<file path="src/hw/rtl/ias_pkg.sv">
// ias_pkg: shared types and constants for the 128-bit arithmetic pipeline
// no dependencies
package ias_pkg;

    localparam int unsigned WIDTH_MAX = 128;
    localparam int unsigned WIDTH_DEF = 128;
    localparam int unsigned HALF_W    = 64;

    typedef enum logic [1:0] {
        OP_ADD = 2'd0,
        OP_SUB = 2'd1,
        OP_MUL = 2'd2,
        OP_DIV = 2'd3
    } t_op;

    typedef struct packed {
        logic [1:0]        operation;
        logic [HALF_W-1:0] a_hi;
        logic [HALF_W-1:0] a_lo;
        logic [HALF_W-1:0] b_hi;
        logic [HALF_W-1:0] b_lo;
    } t_in;

    typedef struct packed {
        logic [HALF_W-1:0] result_hi;
        logic [HALF_W-1:0] result_lo;
    } t_out;

endpackage

</file>
<file path="src/hw/rtl/ias_stage.sv">
// ias_stage: one pipeline step doing one multiplier bit and one divider bit
// depends on ias_pkg
module ias_stage #(
    parameter int unsigned WIDTH = ias_pkg::WIDTH_DEF,
    parameter int unsigned IDX   = 0
) (
    input  logic             i_clk,
    input  logic             i_rst_n,
    input  logic             i_en,
    input  logic             i_valid,
    input  logic [1:0]       i_op,
    input  logic [WIDTH-1:0] i_a,
    input  logic [WIDTH-1:0] i_b,
    input  logic [WIDTH-1:0] i_acc,
    input  logic [WIDTH-1:0] i_rem,
    input  logic             i_neg,
    output logic             o_valid,
    output logic [1:0]       o_op,
    output logic [WIDTH-1:0] o_a,
    output logic [WIDTH-1:0] o_b,
    output logic [WIDTH-1:0] o_acc,
    output logic [WIDTH-1:0] o_rem,
    output logic             o_neg
);
    // multiply: acc += b[IDX] ? a<<IDX ; divide: restoring step on bit WIDTH-1-IDX
    localparam int unsigned DBIT = WIDTH - 1 - IDX;
    logic [WIDTH-1:0] n_acc, n_rem, w_sh;
    logic [WIDTH:0]   w_diff;
    logic             r_valid;
    logic [1:0]       r_op;
    logic [WIDTH-1:0] r_a, r_b, r_acc, r_rem;
    logic             r_neg;

    always_comb begin
        n_acc  = i_acc;
        n_rem  = i_rem;
        w_sh   = {i_rem[WIDTH-2:0], i_a[DBIT]};
        w_diff = {1'b0, w_sh} - {1'b0, i_b};
        if (i_op == ias_pkg::OP_DIV) begin
            // top remainder bit shifted out means rem >= 2^(WIDTH-1) >= b
            if (i_rem[WIDTH-1] || !w_diff[WIDTH]) begin
                n_rem        = w_diff[WIDTH-1:0];
                n_acc[DBIT]  = 1'b1;
            end else begin
                n_rem = w_sh;
            end
        end else if (i_op == ias_pkg::OP_MUL && i_b[IDX]) begin
            n_acc = i_acc + (i_a << IDX);
        end
    end

    always_ff @(posedge i_clk) begin
        if (!i_rst_n) begin
            r_valid <= 1'b0;
        end else if (i_en) begin
            r_valid <= i_valid;
        end
        if (i_en) begin
            r_op  <= i_op;
            r_a   <= i_a;
            r_b   <= i_b;
            r_acc <= n_acc;
            r_rem <= n_rem;
            r_neg <= i_neg;
        end
    end

    assign o_valid = r_valid;
    assign o_op    = r_op;
    assign o_a     = r_a;
    assign o_b     = r_b;
    assign o_acc   = r_acc;
    assign o_rem   = r_rem;
    assign o_neg   = r_neg;
endmodule

</file>
<file path="config.mk">
export PLATFORM = sky130hd
export DESIGN_NAME = ias_stage
export DESIGN_NICKNAME = d
export VERILOG_FILES = /design/src/hw/rtl/ias_pkg.sv /design/src/hw/rtl/ias_stage.sv
export SDC_FILE = /design/constraint.sdc
export NUM_CORES = 1
export LEC_CHECK = 0
export ABC_AREA = 0
export BUFFER_PORTS_ARGS = -buffer_cell sky130_fd_sc_hd__buf_2
export CORE_AREA = 2 2 407 409
export CTS_CLUSTER_DIAMETER = 40
export DETAILED_ROUTE_END_ITERATION = 12
export DIE_AREA = 0 0 409 411
export PLACE_DENSITY = 0.45
export SYNTH_ARGS = -nofsm -noshare
export SYNTH_HDL_FRONTEND = slang
export SYNTH_SLANG_ARGS = --single-unit
</file>
<file path="constraint.sdc">
create_clock -name i_clk -period 6.1 [get_ports i_clk]
set_input_delay 0 -clock i_clk [delete_from_list [all_inputs] [get_ports i_clk]]
set_output_delay 0 -clock i_clk [all_outputs]
set_load 0.01 [all_outputs]
</file>
Word level (Yosys, flattened, before mapping)
Cells that the tools add are included.
Widths: inputs -> output; s select.
{"block": "totals", "inputBits": 519, "register_bits": 516, "word_cells": 20, "output_inout_bits": 516}
{"block": "classes", "n_reduce_logical": 3, "mux": 6, "n_eq_ne": 2, "add_sub_neg": 2}
{"op": "$mux 128", "count": 3}
{"op": "$sub 128x128->129", "count": 1}
{"op": "$add 128x128->128", "count": 1}
{"op": "$mux 127", "count": 1}
{"op": "$eq 2x2->1 const B", "count": 2}
{"op": "$mux 1", "count": 2}
{"op": "$logic_and 1x1->1", "count": 1}
{"op": "$logic_not 1->1", "count": 1}
{"op": "$logic_or 1x1->1", "count": 1}

Depth between registers and ports, before layout
{"block": "logic_depth", "depth_word": 5, "mapped_depth": 18, "ltp_nobuf": 15}

Worst setup path before layout
No wires, ideal clock.
{"block": "synth_timing", "path_type": "input -> register", "from": "input port i_a[127]", "to": "register r_rem[126] (netlist: o_rem[126]) (data pin)", "path_buffers": 0, "arrival_ps": 3211, "required_time_ps": 5948, "cell_stages": 15, "setup_time_ps": 152, "setup_slack_ps": 2737, "path_cell_list": "inv_1 > ha_1 > fa_1 > and2b_1 > o2111ai_1 > a2111oi_2 > a211oi_1 > or4_4 > a2111oi_4 > o21ai_1 > nand2_2 > o211a_1 > nor3_1 > or3b_1 > a31oi_1"}
{"block": "synth_via", "elab_chain_cells": 5}
{"element": "from (decl)", "line": "ias_stage.sv:12", "text": "input logic [WIDTH-1:0] i_a,"}
{"element": "$sub 128x128->129 *", "line": "ias_stage.sv:38", "text": "w_diff = {1'b0, w_sh} - {1'b0, i_b};"}
{"element": "$logic_not 1->1", "line": "ias_stage.sv:41", "text": "if (i_rem[WIDTH-1] || !w_diff[WIDTH]) begin"}
{"element": "$logic_or 1x1->1", "line": "ias_stage.sv:41"}
{"element": "$mux 128 *", "line": "ias_stage.sv:41"}
{"element": "$mux 128 *", "line": "ias_stage.sv:39", "text": "if (i_op == ias_pkg::OP_DIV) begin"}
{"element": "net n_rem[126]", "line": "ias_stage.sv:27", "text": "logic [WIDTH-1:0] n_acc, n_rem, w_sh;"}
{"element": "to (signal assigned)", "line": "ias_stage.sv:63", "text": "r_rem <= n_rem;"}
{"element": "to (decl)", "line": "ias_stage.sv:31", "text": "logic [WIDTH-1:0] r_a, r_b, r_acc, r_rem;"}
Mark *: on every way through the listed nets, which the timed path passes. The rest lies on a longest branch.
A chain may end at the register's enable or synchronous reset.

Worst setup path after layout
{"block": "layout_timing", "from": "input port i_a[127]", "to": "register r_rem[93] (netlist: o_rem[93]) (data pin)"}
Same word-level chain as after synthesis.

==> impl_metrics.json <==
{
  "tightest_slew_ns": 1.187,
  "ys_top_cells_by_area": "edfxtp_1 (42%), ha_1 (8.7%), a21oi_1 (6.7%)",
  "core_mm2": 0.1639,
  "vdd_drop_max_mv": 0.2257,
  "cp.required_ns": 6.63,
  "cp-start-kind": "primary input",
  "rsz0062_at_grt": "false",
  "grt_remaining_overflow": 0,
  "dieArea_mm2": 0.1681,
  "dr_total_vias": 39714,
  "synth_nets": 4878,
  "antenna_found_initial": 54,
  "hold_class": "primary input to register",
  "fin_util_pct": 34.47,
  "std_cell_rows": 149,
  "syn_inst": 4102,
  "dp_worst_setup_slack_ns": 0.6126,
  "cp_data_arrival_time_ns": 6.25,
  "avgViaCountPerCell": 4.850,
  "fp.dieH_um": 411,
  "max_stage_delay_ns": 0.58,
  "crit_fanout": 58,
  "share_seq_of_total_power_pct": 28.9,
  "synth_edf_count": 515,
  "layout.nets": 6648,
  "cts_setup_buffers": 0,
  "relSlewSlack_pct": 19.84,
  "io_pins": 1035,
  "final_cell_mix": "buf_2 (1033), dlygate4sd3_1 (802), edfxtp_1 (515)",
  "skew_ns": 0,
  "clkPwrFrac_pct": 45.0,
  "p_int_mw": 10.25,
  "gp_congestion": 0.9023,
  "ys_seq_area_share_pct": 42.14,
  "post-route-drc-count": 0,
  "async_reset_ff_share_pct": 0,
  "port-buffer-count": 1034,
  "synth-main-ff-cell": "edfxtp_1",
  "maxCapViolations": 0,
  "routed_wl_um": 199100,
  "critPathSlowestCell": "dlygate4sd3_1",
  "tns_ns": 0,
  "avgSynthCellArea_um2": 8.958,
  "htree_levels": 3,
  "wl_per_cell_um": 24.32,
  "clk-insertion-delay-late_ns": 0.77,
  "ys_warn_count": 0,
  "synth_cell_types": 87,
  "ys_ff_latch": 516,
  "cpMostUsedCell": "dlygate4sd3_1",
  "cts_made_buffers": 121,
  "drv_slew": 0,
  "path_clk_slew_ns": 0.06,
  "path_cells": "dlygate4sd3_1 > buf_2 > inv_1 > ha_1 > fa_1 > and2b_1 > o2111ai_1 > a21boi_1 > o21ai_0 > a21bo_2 > o21ai_1 > a211oi_1 > nor2_1 > a31oi_4 > buf_4 > and3_1 > a21oi_1 > dlygate4sd3_1 > o21ai_0 > dlygate4sd3_1",
  "layout-drive-gt1-share_pct": 22.12,
  "timing.final.crit_share_pct": 93.77,
  "min_period_ns": 5.720,
  "syn_to_final_growth_pct": 53.72,
  "p_per_area_mw_per_mm2": 270.0,
  "whs_ns": 0.05950,
  "die_w_um": 409,
  "synth_top_area_share_pct": 42.08,
  "grt_first_pass_wirelength_um": 279400,
  "ant_nets": 0,
  "hpwlAfterDp_um": 159400,
  "crit_path_end_kind": "register",
  "cts_sinks": 516,
  "netlist_area_mm2": 0.03675,
  "hold_viol": 0,
  "layout_commonest_cell": "buf_2",
  "status": "finished, final reports clean",
  "power_switching_mw": 4.999,
  "drt_iter0_markers": 2631,
  "cts_buffer_depth": 3,
  "p_leak_nw": 24.41,
  "worst_slack_ns": 0.3803,
  "p_sw_share_pct": 32.78,
  "cts_tree": "done",
  "p_comb_share_pct": 26.1,
  "first_pass_iters": 6,
  "fmax_mhz": 174.8,
  "power.total_mw": 15.25,
  "yosysTopAreaCell": "edfxtp_1",
  "gr-usage-all-layers_pct": 22.60,
  "cts_root_buffer": "clkbuf_16",
  "setup_viol": 0,
  "start_util_pct": 22.42,
  "grt_pass1_vias": 39843,
  "crit_type": "primary input to register",
  "grt_max_degree": 179
}
==> final cells by class <==
cell class                 instances  area [um^2]
fill                           17073       107400
multi-input combinational       3166        19690
sequential                       516        15480
timing repair buffer            1863        13490
clock buffer                     131         3097
tap                             2189         2739
clock inverter                   100         1180
inverter                         204        765.7
antenna                           19        47.55
==> power by group through the flow <==
| stage | logic [mW] | registers, mW | clock network (mW) |
|---|---|---|---|
| CTS | 3.99 | 4.40 | 7.01 |
| global route | 4.30 | 4.43 | 7.16 |
| detailed placement | 3.50 | 4.46 | 0 |
| finish | 3.99 | 4.40 | 6.86 |
| floorplan | 1.78 | 4.61 | 0 |
| global placement | 3.51 | 4.47 | 0 |
==> metal layers <==
layer	wire (um)	track usage [%]	vias up	share of wire, %
met1	77500	25.44	19158	39
met2	102400	41.75	1448	51
met5	333	0	-	0.17
met4	7321	8.430	52	3.7
li1	-	-	18742	-
met3	11620	4.492	314	5.8
==> state kept, by name, summed over array words and instances, names as in the netlist <==
register	flops
o_rem	128
o_valid	1
o_a	128
o_acc	128
o_op	2
o_b	128
o_neg	1
==> cells in the mapped netlist (all sizes together), types with 44 or more instances <==
cell	n
xnor2	132
inv	203
a21o	186
a21oi	489
nor2	325
o21a	44
nand2	515
edfxtp	515
nand4	136
o21bai	81
clkbuf	190
ha	255
o21ai	427
xor2	102
==> cell families (layout without fill, tap and decap cells) <==
group | after synthesis | count (layout) | share of synthesized area, %
xor+xnor | 234 | 234 | 5.577
flops | 516 | 516 | 42.14
buf+inv | 420 | 2298 | 4.358
other cells | 0 | 19 | 0
mux | 13 | 13 | 0.3541
compound gates | 1454 | 1454 | 23.98
simple gates | 1208 | 1208 | 14.80
fa+ha+maj | 257 | 257 | 8.791
==> path summary, 6_finish.rpt <==
path / start / end / slack [ns] / cells after the start
min reg2reg: o_valid / o_valid / 1.06 / 3
max reg2reg: o_valid / o_valid / 4.96 / 3
min: i_acc[51] / o_acc[51] / 0.06 / 4
max: i_a[127] / o_rem[93] / 0.38 / 20
==> critical path, delay by kind of cell <==
family	cells	cell delay [ns]
adders and majority gates	2	0.75
buffers and inverters	6	2.28
AOI/OAI and AO/OA	9	2.08
and+or+nand+nor	3	1.08
==> timing repair <==
| item | CTS | global route |
|---|---|---|
| endpoints found under the setup margin | 0 | 4 |
| gates resized for setup | 0 | 1 |
| hold buffers | 802 | 0 |
| hold endpoints to repair | 598 | 0 |
==> through the flow <==
step / instance area, um^2 / cells
floorplan: 36750 / 4102
CTS: 56440 / 8169
global route: 56460 / 8175
global placement: 44140 / 7136
finish: 56490 / 8188
detailed placement: 44140 / 7136
Power figures use the tool's default switching activity.
